--- src/sv/msgpack_record_frame_encoder_defines.svh ---
// ----------------------------------------------------------------------------
// MessagePack record frame encoder: assertion macros
// Shared concurrent assertion forms, clocked on clk and disabled in reset.
// ----------------------------------------------------------------------------
`ifndef MSGPACK_RECORD_FRAME_ENCODER_DEFINES_SVH
`define MSGPACK_RECORD_FRAME_ENCODER_DEFINES_SVH

// Same-cycle implication.
`define MRFE_ASSERT_NOW(label, clk, rst, ante, cons, msg) \
  label: assert property (@(posedge clk) disable iff (rst) (ante) |-> (cons)) \
    else $error(msg);

// Next-cycle implication.
`define MRFE_ASSERT_NEXT(label, clk, rst, ante, cons, msg) \
  label: assert property (@(posedge clk) disable iff (rst) (ante) |=> (cons)) \
    else $error(msg);

`endif

--- src/sv/mrfe_pkg.sv ---
// ----------------------------------------------------------------------------
// MessagePack record frame encoder package
// Field widths, MessagePack codes, controller states and the command and
// status bundles between controller and datapath.
// ----------------------------------------------------------------------------
`default_nettype none

package mrfe_pkg;

  localparam int ValueCount = 6;
  localparam int ValueWidth = 64;
  localparam int SlotWidth  = 3;
  localparam int InWidth    = ValueCount * ValueWidth;

  localparam logic [7:0] FixintMax    = 8'h7f;
  localparam logic [7:0] TagU8        = 8'hcc;
  localparam logic [7:0] TagU16       = 8'hcd;
  localparam logic [7:0] TagU32       = 8'hce;
  localparam logic [7:0] TagU64       = 8'hcf;
  localparam logic [7:0] FixarrayBase = 8'h90;
  localparam logic [7:0] ArrayHeader  = FixarrayBase | 8'(ValueCount);

  // payload = array header + one tag byte per value + body bytes
  localparam logic [5:0] PayloadBase  = 6'(1 + ValueCount);
  localparam logic [SlotWidth-1:0] LastSlot = SlotWidth'(ValueCount - 1);

  typedef enum logic [4:0] {
    S_IDLE = 5'b00001,
    S_LEN  = 5'b00010,
    S_HDR  = 5'b00100,
    S_TAG  = 5'b01000,
    S_BODY = 5'b10000
  } state_t;

  typedef enum logic [1:0] {
    SEL_LEN  = 2'd0,
    SEL_HDR  = 2'd1,
    SEL_TAG  = 2'd2,
    SEL_BODY = 2'd3
  } sel_t;

  typedef struct packed {
    logic                 load;
    logic                 emit;
    sel_t                 sel;
    logic [SlotWidth-1:0] slot;
    logic [2:0]           idx;
    logic                 last;
  } cmd_t;

  typedef struct packed {
    logic [3:0] body_len;
    logic       out_free;
  } sts_t;

  // Bytes after the tag byte: 0 for a fixint, else 1, 2, 4 or 8.
  function automatic logic [3:0] body_len(input logic [ValueWidth-1:0] v);
    logic [3:0] n;
    if (v <= ValueWidth'(FixintMax))       n = 4'd0;
    else if (v[ValueWidth-1:8] == '0)      n = 4'd1;
    else if (v[ValueWidth-1:16] == '0)     n = 4'd2;
    else if (v[ValueWidth-1:32] == '0)     n = 4'd4;
    else                                   n = 4'd8;
    return n;
  endfunction

endpackage

`default_nettype wire

--- src/sv/mrfe_ctrl.sv ---
// ----------------------------------------------------------------------------
// MessagePack record frame encoder: controller
// Sequences length prefix, array header, tag and body bytes of a frame,
// one word per cycle whenever the output register is free.
// ----------------------------------------------------------------------------
`default_nettype none

module mrfe_ctrl
  import mrfe_pkg::*;
(
  input  wire logic clk,
  input  wire logic rst,
  input  wire logic in_valid,
  output logic      in_ready,
  input  wire sts_t sts,
  output cmd_t      cmd
);

  state_t               state, state_next;
  logic [3:0]           cnt, cnt_next;
  logic [SlotWidth-1:0] slot, slot_next;
  logic [3:0]           cnt_dec;

  assign in_ready = (state == S_IDLE);
  assign cnt_dec  = cnt - 4'd1;

  always_comb begin
    state_next = state;
    cnt_next   = cnt;
    slot_next  = slot;
    cmd        = '0;
    cmd.slot   = slot;
    cmd.sel    = SEL_LEN;
    case (state)
      S_IDLE: begin
        if (in_valid) begin
          cmd.load   = 1'b1;
          cnt_next   = '0;
          slot_next  = '0;
          state_next = S_LEN;
        end
      end
      S_LEN: begin
        cmd.sel = SEL_LEN;
        cmd.idx = cnt[2:0];
        if (sts.out_free) begin
          cmd.emit = 1'b1;
          cnt_next = cnt + 4'd1;
          if (cnt == 4'd3) state_next = S_HDR;
        end
      end
      S_HDR: begin
        cmd.sel = SEL_HDR;
        if (sts.out_free) begin
          cmd.emit   = 1'b1;
          slot_next  = '0;
          state_next = S_TAG;
        end
      end
      S_TAG: begin
        cmd.sel  = SEL_TAG;
        cmd.last = (sts.body_len == 4'd0) && (slot == LastSlot);
        if (sts.out_free) begin
          cmd.emit = 1'b1;
          if (sts.body_len != 4'd0) begin
            cnt_next   = sts.body_len;
            state_next = S_BODY;
          end else if (slot == LastSlot) begin
            state_next = S_IDLE;
          end else begin
            slot_next = slot + 1'b1;
          end
        end
      end
      S_BODY: begin
        // big-endian: the remaining count picks the byte
        cmd.sel  = SEL_BODY;
        cmd.idx  = cnt_dec[2:0];
        cmd.last = (cnt == 4'd1) && (slot == LastSlot);
        if (sts.out_free) begin
          cmd.emit = 1'b1;
          cnt_next = cnt_dec;
          if (cnt == 4'd1) begin
            if (slot == LastSlot) begin
              state_next = S_IDLE;
            end else begin
              slot_next  = slot + 1'b1;
              state_next = S_TAG;
            end
          end
        end
      end
      default: begin
        state_next = S_IDLE;
      end
    endcase
  end

  always_ff @(posedge clk) begin
    if (rst) begin
      state <= S_IDLE;
      cnt   <= '0;
      slot  <= '0;
    end else begin
      state <= state_next;
      cnt   <= cnt_next;
      slot  <= slot_next;
    end
  end

endmodule

`default_nettype wire

--- src/sv/mrfe_dp.sv ---
// ----------------------------------------------------------------------------
// MessagePack record frame encoder: datapath
// Holds the record, its encoded lengths and payload size, selects the
// next frame byte and keeps the output register.
// ----------------------------------------------------------------------------
`default_nettype none

module mrfe_dp
  import mrfe_pkg::*;
(
  input  wire logic               clk,
  input  wire logic               rst,
  input  wire logic [InWidth-1:0] rec,
  input  wire cmd_t               cmd,
  output sts_t                    sts,
  output logic                    out_valid,
  input  wire logic               out_ready,
  output logic [7:0]              out_byte,
  output logic                    out_last
);

  logic [ValueWidth-1:0] vals [ValueCount];
  logic [3:0]            lens [ValueCount];
  logic [5:0]            payload;
  logic [5:0]            payload_next;
  logic [3:0]            cur_len;
  logic [ValueWidth-1:0] cur_val;
  logic [7:0]            tag_byte;
  logic [7:0]            byte_next;

  assign cur_len      = lens[cmd.slot];
  assign cur_val      = vals[cmd.slot];
  assign sts.body_len = cur_len;
  assign sts.out_free = !out_valid || out_ready;

  always_comb begin
    payload_next = PayloadBase;
    for (int i = 0; i < ValueCount; i++) begin
      payload_next = payload_next + {2'b00, body_len(rec[i*ValueWidth +: ValueWidth])};
    end
  end

  always_comb begin
    case (cur_len)
      4'd1:    tag_byte = TagU8;
      4'd2:    tag_byte = TagU16;
      4'd4:    tag_byte = TagU32;
      4'd8:    tag_byte = TagU64;
      default: tag_byte = cur_val[7:0];
    endcase
  end

  always_comb begin
    case (cmd.sel)
      SEL_LEN:  byte_next = (cmd.idx[1:0] == 2'd3) ? {2'b00, payload} : 8'h00;
      SEL_HDR:  byte_next = ArrayHeader;
      SEL_TAG:  byte_next = tag_byte;
      SEL_BODY: byte_next = cur_val[{cmd.idx, 3'b000} +: 8];
      default:  byte_next = 8'h00;
    endcase
  end

  always_ff @(posedge clk) begin
    if (cmd.load) begin
      payload <= payload_next;
      for (int i = 0; i < ValueCount; i++) begin
        vals[i] <= rec[i*ValueWidth +: ValueWidth];
        lens[i] <= body_len(rec[i*ValueWidth +: ValueWidth]);
      end
    end
    if (cmd.emit) begin
      out_byte <= byte_next;
      out_last <= cmd.last;
    end
  end

  always_ff @(posedge clk) begin
    if (rst) begin
      out_valid <= 1'b0;
    end else if (cmd.emit) begin
      out_valid <= 1'b1;
    end else if (out_ready) begin
      out_valid <= 1'b0;
    end
  end

endmodule

`default_nettype wire

--- src/sv/msgpack_record_frame_encoder.sv ---
// A record of six 64-bit unsigned values is taken in one word and sent out
// as one frame, one byte per word: a 4-byte big-endian payload length, the
// fixarray header 0x96, then each value as the shortest MessagePack
// unsigned integer (fixint, or 0xcc/0xcd/0xce/0xcf with 1, 2, 4 or 8
// big-endian body bytes). tlast marks the final byte. A frame of N bytes
// (11 to 59) leaves at one byte per cycle from the byte sequencer whenever
// the output register is free, and a new record is taken only once the
// final byte has been issued. The next record is accepted while the final
// byte still sits in the output register.
// ----------------------------------------------------------------------------
// MessagePack record frame encoder: top level
// Joins the frame controller and the byte datapath to the stream ports.
// ----------------------------------------------------------------------------
`default_nettype none

`include "msgpack_record_frame_encoder_defines.svh"

module msgpack_record_frame_encoder
  import mrfe_pkg::*;
(
  input  wire logic               clk,
  input  wire logic               rst,
  input  wire logic               s_axis_tvalid,
  output logic                    s_axis_tready,
  // cluster_id[63:0], event_kind[127:64], event_number[191:128],
  // event_total[255:192], start_stamp[319:256], end_stamp[383:320]
  input  wire logic [InWidth-1:0] s_axis_tdata,
  output logic                    m_axis_tvalid,
  input  wire logic               m_axis_tready,
  // out_byte[7:0]
  output logic [7:0]              m_axis_tdata,
  output logic                    m_axis_tlast
);

  cmd_t cmd;
  sts_t sts;

  mrfe_ctrl u_ctrl (
    .clk      (clk),
    .rst      (rst),
    .in_valid (s_axis_tvalid),
    .in_ready (s_axis_tready),
    .sts      (sts),
    .cmd      (cmd)
  );

  mrfe_dp u_dp (
    .clk       (clk),
    .rst       (rst),
    .rec       (s_axis_tdata),
    .cmd       (cmd),
    .sts       (sts),
    .out_valid (m_axis_tvalid),
    .out_ready (m_axis_tready),
    .out_byte  (m_axis_tdata),
    .out_last  (m_axis_tlast)
  );

  `MRFE_ASSERT_NOW(a_no_emit_when_idle, clk, rst, s_axis_tready, !cmd.emit, "byte emitted while idle")
  `MRFE_ASSERT_NOW(a_no_overwrite, clk, rst, cmd.emit, (!m_axis_tvalid || m_axis_tready), "waiting word overwritten")
  `MRFE_ASSERT_NEXT(a_busy_after_load, clk, rst, (s_axis_tvalid && s_axis_tready), (!s_axis_tready && !m_axis_tlast || !s_axis_tready && !cmd.last), "record taken while framing")

endmodule

`default_nettype wire
--- config.mk ---
export PLATFORM = sky130hd
export DESIGN_NAME = msgpack_record_frame_encoder
export DESIGN_NICKNAME = d
export VERILOG_FILES = /design/src/sv/mrfe_pkg.sv /design/src/sv/mrfe_ctrl.sv /design/src/sv/mrfe_dp.sv /design/src/sv/msgpack_record_frame_encoder.sv
export VERILOG_INCLUDE_DIRS = /design/src /design/src/sv
export SDC_FILE = /design/constraint.sdc
export NUM_CORES = 1
export LEC_CHECK = 0
export BUFFER_PORTS_ARGS = -buffer_cell sky130_fd_sc_hd__buf_4
export CORE_ASPECT_RATIO = 1.2
export CORE_MARGIN = 2
export CORE_UTILIZATION = 35
export CTS_BUF_LIST = sky130_fd_sc_hd__clkbuf_16
export CTS_CLUSTER_SIZE = 24
export DETAILED_ROUTE_END_ITERATION = 6
export GPL_TIMING_DRIVEN = 0
export PLACE_DENSITY_LB_ADDON = 0.12
export SLEW_MARGIN = 25
export SYNTH_ARGS = -nofsm -noshare
export SYNTH_HDL_FRONTEND = slang
export SYNTH_SLANG_ARGS = --single-unit
--- constraint.sdc ---
create_clock -name clk -period 14.2 [get_ports clk]
set_input_delay 0 -clock clk [delete_from_list [all_inputs] [get_ports clk]]
set_output_delay 0 -clock clk [all_outputs]
set_load 0.02 [all_outputs]
## Yosys cells after proc, flatten, opt, wreduce, memory -nomap -nowiden

Memory sizes are Yosys's and may differ from the RTL's. A register that Yosys moved wholly into a read port is not among the register bits.
Index checks and enable logic that the tools add are counted.
W data, S select, Z words.

| operators by class | value |
|---|---|
| order comparisons | 6 |
| multipliers | 0 |
| equal/unequal tests | 26 |
| div/mod/pow operators | 0 |
| mux-type cells | 72 |
| bitwise operators | 0 |
| $add $sub $neg | 9 |
| shift operators | 1 |
| reduce and logical (&&, ||, !) cells | 31 |

Operators by type and width:

| kind | number |
|---|---|
| $le A64 B7 Y1 const B | 6 |
| $logic_not A56 Y1 | 6 |
| $logic_not A48 Y1 | 6 |
| $logic_not A32 Y1 | 6 |
| $mux W4 | 36 |
| $pmux W8 S4 | 2 |
| $shiftx A64 B7 Y8 | 1 |
| $mux W5 | 9 |
| $mux W3 | 11 |
| $add A6 B4 Y6 | 5 |
| $pmux W5 S5 | 1 |
| $pmux W3 S4 | 2 |
| $pmux W4 S4 | 1 |
| $ne A2 B2 Y1 const B | 6 |
| $reduce_bool A4 Y1 | 3 |
| $eq A4 B1 Y1 const B | 2 |
| $eq A4 B2 Y1 const B | 2 |
| $reduce_and A8 Y1 | 1 |
| $mux W1 | 7 |
| $reduce_and A7 Y1 | 1 |
| $eq A2 B2 Y1 const B | 3 |
| $mux W6 | 1 |
| $ne A2 B1 Y1 const B | 3 |
| $pmux W3 S2 | 1 |
| other kinds (22) | 23 |

| storage, ports and cells | value |
|---|---|
| ROM bits | 0 |
| memory bits (writable) | 408 |
| memories | 2 |
| word-level logic and storage cells | 154 |
| output and inout port bits | 11 |
| register bits after elaboration | 28 |
| input port bits | 388 |
| bits in latches | 0 |

Memory list:

| memory | depth | bits a word | read ports | clocked after memory_dff | wr ports | RTL line | source |
|---|---|---|---|---|---|---|---|
| u_dp.vals | 6 | 64 | 1 | 1 | 6 | mrfe_dp.sv:22 | `logic [ValueWidth-1:0] vals [ValueCount];` |
| u_dp.lens | 6 | 4 | 1 | 1 | 6 | mrfe_dp.sv:23 | `logic [3:0] lens [ValueCount];` |

## Logic depth before layout (Yosys ltp)

Gate-level depths: netlist of run 1.

| depth | value |
|---|---|
| depth in word-level cells | 11 |
| mapped depth | 17 |
| gate-level depth less buffers | 16 |

## By module

From an unflattened synthesis of run 1, not the netlist that was laid out.

| unflattened totals | value |
|---|---|
| cells, all modules | 1164 |
| area total of the unflattened synthesis | 19117.1 um^2 |

By module, submodules not included:

| module | times used | seq. area each (um^2) | cells each | area an instance (um^2) |
|---|---|---|---|---|
| mrfe_dp | 1 | 12722.2 | 1019 | 18003.5 |
| mrfe_ctrl | 1 | 240.2 | 145 | 1113.6 |

## Worst setup path after synthesis of run 1

No wires, ideal clock.

| timing | value |
|---|---|
| path kind | reg-to-reg |
| from | register u_ctrl.state[3] |
| to | memory u_dp.lens[0][0] (enable) |
| data required time | 13.439 ns |
| cell stages (with the launch flop) | 6 |
| clock period less this slack | 10.453 ns |
| path slack | 3.747 ns |
| path buffers | 2 |
| data arrival time | 9.692 ns |
| library setup time | 0.761 ns |
| path through | dfxtp_1 clkbuf_1 clkbuf_1 nor4_1 nand2_1 inv_1 |

RTL lines:

| what | RTL line | source |
|---|---|---|
| start, declared | mrfe_ctrl.sv:19 | `state_t state, state_next;` |
| start signal, assigned | mrfe_ctrl.sv:105 | `state <= state_next;` |
| end, declared | mrfe_dp.sv:23 |  |

## Worst setup path in the final report of run 1

| timing | value |
|---|---|
| from | input port s_axis_tdata[44] |
| to | register u_dp.payload[4] (data pin) |

| between the ends | value |
|---|---|
| cells in the longest elaborated chain, start to end | 11 |
| elaborated cells between the ends (all ways) | 14 |
| those cells by class | add/sub (6); order compare (1); mux (4); reduce/logical (3) |

Ends and longest elaborated chain:

| what | RTL line | source |
|---|---|---|
| start, declared | msgpack_record_frame_encoder.sv:27 | `input wire logic [InWidth-1:0] s_axis_tdata,` |
| parallel branches: the longest is 4 deep, another holds $le A64 B7 Y1 | -- |  |
| $mux W4 * | mrfe_pkg.sv:59 | `if (v <= ValueWidth'(FixintMax)) n = 4'd0;` |
| $add A3 B4 Y5 * | mrfe_dp.sv:39 | `payload_next = payload_next + {2'b00, body_len(rec[i*ValueWidth +: ValueWidth])};` |
| $add A6 B4 Y6 * (5 in series) | mrfe_dp.sv:39 |  |
| net u_dp.payload_next[4] | mrfe_dp.sv:25 | `logic [5:0] payload_next;` |
| end signal, assigned | mrfe_dp.sv:65 | `payload <= payload_next;` |
| end, declared | mrfe_dp.sv:24 | `logic [5:0] payload;` |

Mark *: on every way through the listed nets, which the timed path passes.
A chain may end at the register's enable or synchronous reset.

==> load_flow_metrics.sql, run 1 <==
INSERT INTO impl_metrics (metric_group, metric, value, unit) VALUES
('run_status', 'run_status', 'finished, final reports clean', ''),
('timing', 'finalCritPeriodShare', '0.349', ''),
('final_layout', 'number_of_non_filler_instances_in_the_completed_layout', '2920', ''),
('logic_synthesis', 'post_synth.cell_area_avg', '14.7', 'sq um'),
('global_route', 'first_global_vias', '16800', ''),
('worst_hold_path', 'cell_depth_of_the_worst_hold_path', '2', ''),
('die', 'placementRows', '94', ''),
('placement', 'pre_cts_slack', '9.21', 'ns'),
('die', 'ios', '399', ''),
('worst_setup_path', 'endpoint_kind', 'flip-flop', ''),
('worst_setup_path', 'worst_setup_path_start_kind', 'primary input', ''),
('power_and_ir_drop', 'power.combinational.fraction', '0.236', ''),
('route', 'post_drt_via_cell_ratio', '5.38', ''),
('worst_setup_path', 'worst_path_required', '14.55', 'ns'),
('power_and_ir_drop', 'seq_power_share', '0.471', ''),
('timing', 'fin_skew', '0.0285', 'ns'),
('power_and_ir_drop', 'finalPower', '4.12', 'mW'),
('timing', 'final_report_hold_violation_count', '0', ''),
('final_layout', 'areaGrowthSynthToFinish', '48.2', '%'),
('logic_synthesis', 'synth.top_cell.area_share', '0.652', ''),
('timing', 'final_setup_tns', '0', 'ns'),
('clock_network', 'setup_fix_bufs_post_cts', '0', ''),
('clock_network', 'clk_transition_reported_paths', '0.06', 'ns'),
('power_and_ir_drop', 'switching_share', '0.294', ''),
('placement', 'globalplace.congestion', '0.902', ''),
('timing', 'setup_slack', '9.25', 'ns'),
('route', 'met3WireLength', '4.71', 'mm'),
('logic_synthesis', 'synth.area.top_cells', 'sky130_fd_sc_hd__edfxtp_1 65%, sky130_fd_sc_hd__mux4_2 4.5%, sky130_fd_sc_hd__mux2i_1 3.5%', ''),
('route', 'totalWireLength', '79.1', 'mm'),
('final_layout', 'final_area', '28900', 'sq um'),
('timing', 'fin_hold_ws', '0.117', 'ns'),
('route', 'route.top_layer_used', 'met4', ''),
('worst_setup_path', 'ff2ff_setup_slack', '9.29', 'ns'),
('logic_synthesis', 'largest_family_of_logic_cells_by_synthesized_area', 'multiplexers', ''),
('route', 'drt.antenna.violating_nets', '0', ''),
('power_and_ir_drop', 'proportion_of_power_drawn_by_the_clock_network', '0.293', ''),
('logic_synthesis', 'synthXorXnorAreaFrac', '0.00585', ''),
('die', 'die_area', '57600', 'sq um'),
('final_layout', 'layout.cells.most_common_list', '423 x sky130_fd_sc_hd__edfxtp_1, 406 x sky130_fd_sc_hd__buf_4, 387 x sky130_fd_sc_hd__dlygate4sd3_1', ''),
('logic_synthesis', 'number_of_standard_cells_after_synthesis', '1322', ''),
('clock_network', 'clock_tree.root_cell', 'sky130_fd_sc_hd__clkbuf_16', ''),
('logic_synthesis', 'synth_enable_flop_cells', '423', ''),
('clock_network', 'cts_made_buffers', '48', ''),
('placement', 'port-buffer-count', '398', ''),
('worst_setup_path', 'cpMostUsedCell', 'sky130_fd_sc_hd__fa_1', ''),
('logic_synthesis', 'net_count_after_synthesis', '1737', ''),
('timing', 'relSlewSlack', '0.289', ''),
('logic_synthesis', 'synth_mux_area_frac', '0.113', ''),
('power_and_ir_drop', 'power.static_leakage', '10.4', 'nW'),
('route', 'routed_wire_length_per_instance', '27.1', 'microns'),
('logic_synthesis', 'share_of_the_yosys_chip_area_belonging_to_registers', '0.669', ''),
('logic_synthesis', 'synth_simple_gate_area_frac', '0.0955', ''),
('worst_setup_path', 'cpMaxStageDelayCell', 'sky130_fd_sc_hd__dlygate4sd3_1', ''),
('logic_synthesis', 'synth.lib_cells_used.distinct', '72', ''),
('worst_hold_path', 'min_delay_startpoint', 's_axis_tdata[4]', ''),
('global_route', 'grt.overflow.total', '0', ''),
('route', 'drt-initial-drc-count', '1660', ''),
('die', 'die_height', '262', 'microns'),
('final_layout', 'most_common_cell_after_layout_fill_and_taps_aside', 'sky130_fd_sc_hd__edfxtp_1', ''),
('logic_synthesis', 'synthesis.area', '19500', 'sq um'),
('worst_setup_path', 'max_stage_delay', '0.56', 'ns'),
('placement', 'post-dp-hpwl', '56.7', 'mm'),
('die', 'starting_density_of_the_core', '0.355', ''),
('power_and_ir_drop', 'ir_worst_vdd', '99.7', 'uV'),
('final_layout', 'num-fill-cells', '4575', ''),
('logic_synthesis', 'yosysTopAreaCell', 'sky130_fd_sc_hd__edfxtp_1', ''),
('route', 'dr.pass1.iters', '5', ''),
('route', 'wirelength_met1', '32.4', 'mm'),
('global_route', 'grt_antenna_before_repair', '6', ''),
('worst_setup_path', 'worstReg2RegEnd', 'u_dp.out_byte[6]$_DFFE_PP_', ''),
('die', 'chipWidth', '219', 'microns');
[power groups by stage]
stage,combinational [mW],clock (mW),sequential (mW)
2_1_floorplan,0.472,0,2.12
3_3_place_gp,0.836,0,2.22
3_5_place_dp,0.882,0,1.96
4_1_cts,0.972,1.23,1.94
5_1_grt,1.04,1.28,1.97
6_report,0.973,1.21,1.94
[metal layers]
layer,up-vias,GRT usage
met3,161,0.0356
met2,735,0.459
met1,7896,0.361
met4,0,0.105
met5,-,0
li1,6909,-
[Yosys cell counts (all sizes together), types with 17 or more instances]
cell    instances
o211ai         22
inv            41
nand4          24
nor4           77
mux4           43
a21oi          56
mux2           48
buf            33
nor2b          17
clkbuf         33
o21ai          61
edfxtp        423
a211oi         18
nor2           92
nand2          76
mux2i          68
[worst max-delay path by stage]
stage                                      start                         end  slack (ns)  cells after the start
finish                          s_axis_tdata[44]   u_dp.payload[4]$_DFFE_PP_        9.25                     18
global route                    s_axis_tdata[38]   u_dp.payload[4]$_DFFE_PP_        9.06                     18
CTS                             s_axis_tdata[38]   u_dp.payload[4]$_DFFE_PP_        9.27                     18
detailed placement              s_axis_tdata[38]   u_dp.payload[4]$_DFFE_PP_        9.21                     17
global placement    u_ctrl.state[3]$_SDFFE_PP0P_  u_dp.vals[0][54]$_DFFE_PP_        0.43                      5
floorplan           u_ctrl.state[3]$_SDFFE_PP0P_   u_dp.lens[0][0]$_DFFE_PP_        3.75                      5
[cell type report]
cell class | instances | area (sq um) | area share
antenna | 5 | 12.5 | 0.000434
buffer | 66 | 315 | 0.0109
clock buffer | 49 | 1230 | 0.0425
clock inverter | 35 | 262 | 0.00906
inverter | 42 | 165 | 0.00572
multi-input combinational | 775 | 5980 | 0.207
sequential | 439 | 13000 | 0.451
tap | 720 | 901 | 0.0312
timing repair buffer | 789 | 6970 | 0.242
[kinds of logic after synthesis]
logic type	after synthesis
flops	439
compound gates	212
mux	159
fa+ha+maj	27
buf+inv	108
xor+xnor	13
simple gates	364
[registers in the layout (all words and copies together) (netlist names), named ones only]
name,cells
u_dp.lens,24
u_dp.out_valid,1
u_dp.vals,384
u_dp.out_last,1
u_ctrl.slot,3
u_ctrl.cnt,4
u_dp.payload,6
u_dp.out_byte,8
u_ctrl.state,5
(Power assumes the default switching activity.)
==> run 2, diff against run 1 <==
Clock period 14.2 ns to 5.2 ns, I/O delays scaled along.
==> load_flow_metrics.sql, run 2 (synthesis gave the netlist of run 1 again) <==
INSERT INTO impl_metrics (metric_group, metric, value, unit) VALUES
('die', 'chipWidth', '219', 'microns'),
('timing', 'fin_skew', '0.0277', 'ns'),
('placement', 'port-buffer-count', '398', ''),
('worst_setup_path', 'timing.setup.critical_path_class', 'in2reg', ''),
('final_layout', 'largestRegisters', 'u_dp.vals (384), u_dp.lens (24), u_dp.out_byte (8)', ''),
('clock_network', 'cts_max_path_buffers', '3', ''),
('clock_network', 'cts_tree', 'built', ''),
('final_layout', 'areaGrowthSynthToFinish', '49.4', '%'),
('timing', 'relSlewSlack', '0.300', ''),
('die', 'die_area', '57600', 'sq um'),
('placement', 'place_inst', '2454', ''),
('run_status', 'run_status', 'finished, final reports clean', ''),
('timing', 'final_report_hold_violation_count', '0', ''),
('timing', 'tightestPinTransition', '1.04', 'ns'),
('clock_network', 'clkSinkCount', '439', ''),
('global_route', 'grt.overflow.total', '0', ''),
('timing', 'final-setup-viol-count', '0', ''),
('clock_network', 'cts_made_buffers', '47', ''),
('timing', 'timing.fmax', '205', 'MHz'),
('placement', 'pre_cts_slack', '0.247', 'ns'),
('global_route', 'grt_antenna_before_repair', '5', ''),
('timing', 'finalCritPeriodShare', '0.940', ''),
('worst_setup_path', 'worst_path_required', '5.55', 'ns'),
('route', 'post_drt_via_cell_ratio', '5.37', ''),
('placement', 'globalplace.congestion', '0.897', ''),
('worst_setup_path', 'cpMostUsedCell', 'sky130_fd_sc_hd__fa_1', ''),
('timing', 'final_setup_tns', '0', 'ns'),
('worst_setup_path', 'endpoint_kind', 'flip-flop', ''),
('final_layout', 'largest_register_ff_count', '384', ''),
('worst_setup_path', 'critical_path_buf_inv_count', '5', ''),
('final_layout', 'final_layout_size_suffix_gt1_frac', '0.277', ''),
('power_and_ir_drop', 'power.static_leakage', '10.6', 'nW'),
('timing', 'drv_slew', '0', ''),
('final_layout', 'number_of_non_filler_instances_in_the_completed_layout', '2933', ''),
('global_route', 'grt_start_max_net_pins', '34', ''),
('route', 'totalWireLength', '78.4', 'mm'),
('die', 'ios', '399', ''),
('global_route', 'first_global_vias', '16500', ''),
('clock_network', 'post_cts_resized', '0', ''),
('route', 'drc', '0', ''),
('clock_network', 'insertion_delay', '0.60', 'ns'),
('timing', 'timing.final.crit_period', '4.89', 'ns'),
('die', 'starting_density_of_the_core', '0.355', ''),
('worst_setup_path', 'critical_path.cell_chain', 'dlygate4sd3_1 > buf_4 > nor4_1 > nand4_1 > or2_2 > clkbuf_1 > nor3_1 > nand2_1 > ha_1 > xor2_1 > fa_1 > fa_1 > inv_1 > fa_1 > inv_1 > ha_1 > fa_1 > xor2_1', ''),
('route', 'routed_wire_length_per_instance', '26.7', 'microns'),
('global_route', 'total_global_routing_track_utilization', '0.272', ''),
('timing', 'setup_slack', '0.313', 'ns'),
('worst_setup_path', 'cpMaxStageDelayCell', 'sky130_fd_sc_hd__dlygate4sd3_1', ''),
('worst_setup_path', 'max_stage_delay', '0.56', 'ns'),
('worst_setup_path', 'critical_path_arrival', '5.23', 'ns'),
('final_layout', 'nNetsFinal', '2586', ''),
('route', 'drt.antenna.violating_nets', '0', ''),
('worst_hold_path', 'holdCritPathClass', 'in2reg', ''),
('die', 'die_height', '262', 'microns'),
('clock_network', 'htreeDepth', '2', ''),
('timing', 'fin_hold_ws', '0.114', 'ns'),
('global_route', 'global_route_wire_length_before_repair', '112', 'mm'),
('power_and_ir_drop', 'finalPower', '11.4', 'mW'),
('die', 'design.core.area', '54900', 'sq um'),
('power_and_ir_drop', 'power_per_cell_area', '392', 'nW/um^2'),
('worst_setup_path', 'worst_setup_path_start_kind', 'primary input', ''),
('power_and_ir_drop', 'ir_worst_vdd', '251', 'uV'),
('timing', 'setup_repair_after_global_routing_missed_its_margin', 'no', ''),
('clock_network', 'clock_tree.root_cell', 'sky130_fd_sc_hd__clkbuf_16', ''),
('die', 'placementRows', '94', ''),
('route', 'dr.pass1.iters', '5', ''),
('final_layout', 'most_common_cell_after_layout_fill_and_taps_aside', 'sky130_fd_sc_hd__edfxtp_1', ''),
('placement', 'post-dp-hpwl', '57.7', 'mm'),
('route', 'detailroute.via_count', '15700', ''),
('final_layout', 'layout.cells.most_common_list', '423 x sky130_fd_sc_hd__edfxtp_1, 406 x sky130_fd_sc_hd__buf_4, 388 x sky130_fd_sc_hd__dlygate4sd3_1', ''),
('job', 'maxCapViolCount', '0', ''),
('worst_setup_path', 'crit_fanout', '5', ''),
('clock_network', 'setup_fix_bufs_post_cts', '0', ''),
('route', 'drt-initial-drc-count', '1424', ''),
('worst_setup_path', 'crit_family', 'adder cells', ''),
('final_layout', 'largest_register', 'u_dp.vals', ''),
('clock_network', 'clk_transition_reported_paths', '0.06', 'ns'),
('clock_network', 'holdBufCountCts', '388', '');
## run 2: worst register-to-register path, cell delays in order, from the launching register on
cell and delay [ns]:
sky130_fd_sc_hd__dfxtp_1 0.30, sky130_fd_sc_hd__buf_4 0.18, sky130_fd_sc_hd__buf_4 0.26, sky130_fd_sc_hd__buf_2 0.47, sky130_fd_sc_hd__buf_4 0.43, sky130_fd_sc_hd__buf_4 0.41
sky130_fd_sc_hd__buf_4 0.38, sky130_fd_sc_hd__buf_2 0.43, sky130_fd_sc_hd__mux4_2 0.33, sky130_fd_sc_hd__nand2_1 0.07, sky130_fd_sc_hd__a31oi_1 0.36, sky130_fd_sc_hd__nor3_1 0.08
sky130_fd_sc_hd__o41ai_1 0.72
## run 2: cell type report
cell class	instances	area, sq um
Antenna cell	7	17.5
Fill cell	4512	25800
Timing Repair Buffer	800	7150
Sequential cell	439	13000
Clock buffer	49	1230
Clock inverter	35	258
Inverter	42	161
Buffer	66	359
Multi-Input combinational cell	775	6010
Tap cell	720	901
## run 2: report_power, final
part	internal, mW	total (mW)	leakage [nW]	switching, mW
logic	1.17	2.84	5.72	1.67
registers	5.05	5.29	4.07	0.236
clock network	1.85	3.27	0.764	1.42
total	8.08	11.4	10.6	3.33
## run 2: path summary, 6_finish.rpt
| path | from | to | slack [ns] | depth (start not counted) |
|---|---|---|---|---|
| setup reg to reg | flip-flop | u_dp.out_byte[6]$_DFFE_PP_ | 0.44 | 12 |
| hold reg to reg | u_ctrl.cnt[3]$_SDFFE_PP0P_ | u_ctrl.cnt[3]$_SDFFE_PP0P_ | 0.55 | 2 |
| hold / removal | s_axis_tdata[134] | u_dp.vals[2][6]$_DFFE_PP_ | 0.11 | 2 |
| setup / recovery | s_axis_tdata[44] | u_dp.payload[4]$_DFFE_PP_ | 0.31 | 18 |
## run 2: metal layers
metal  vias to the layer above  GRT usage  wire length (microns)  share of wire
li1                       6942          -                      -              -
met1                      7868      0.353                  31400           0.40
met2                       776      0.463                  38900           0.50
met3                       157     0.0358                   5000          0.064
met4                         0     0.0966                   3100          0.040
met5                         -          0                      0              0
## run 2: per-stage QoR
stage | util | cell area (sq um)
after floorplan | - | 19600
after global placement | 0.427 | 23400
after detailed placement | 0.432 | 23700
after CTS | 0.530 | 29100
after global routing | 0.530 | 29100
final | 0.530 | 29100
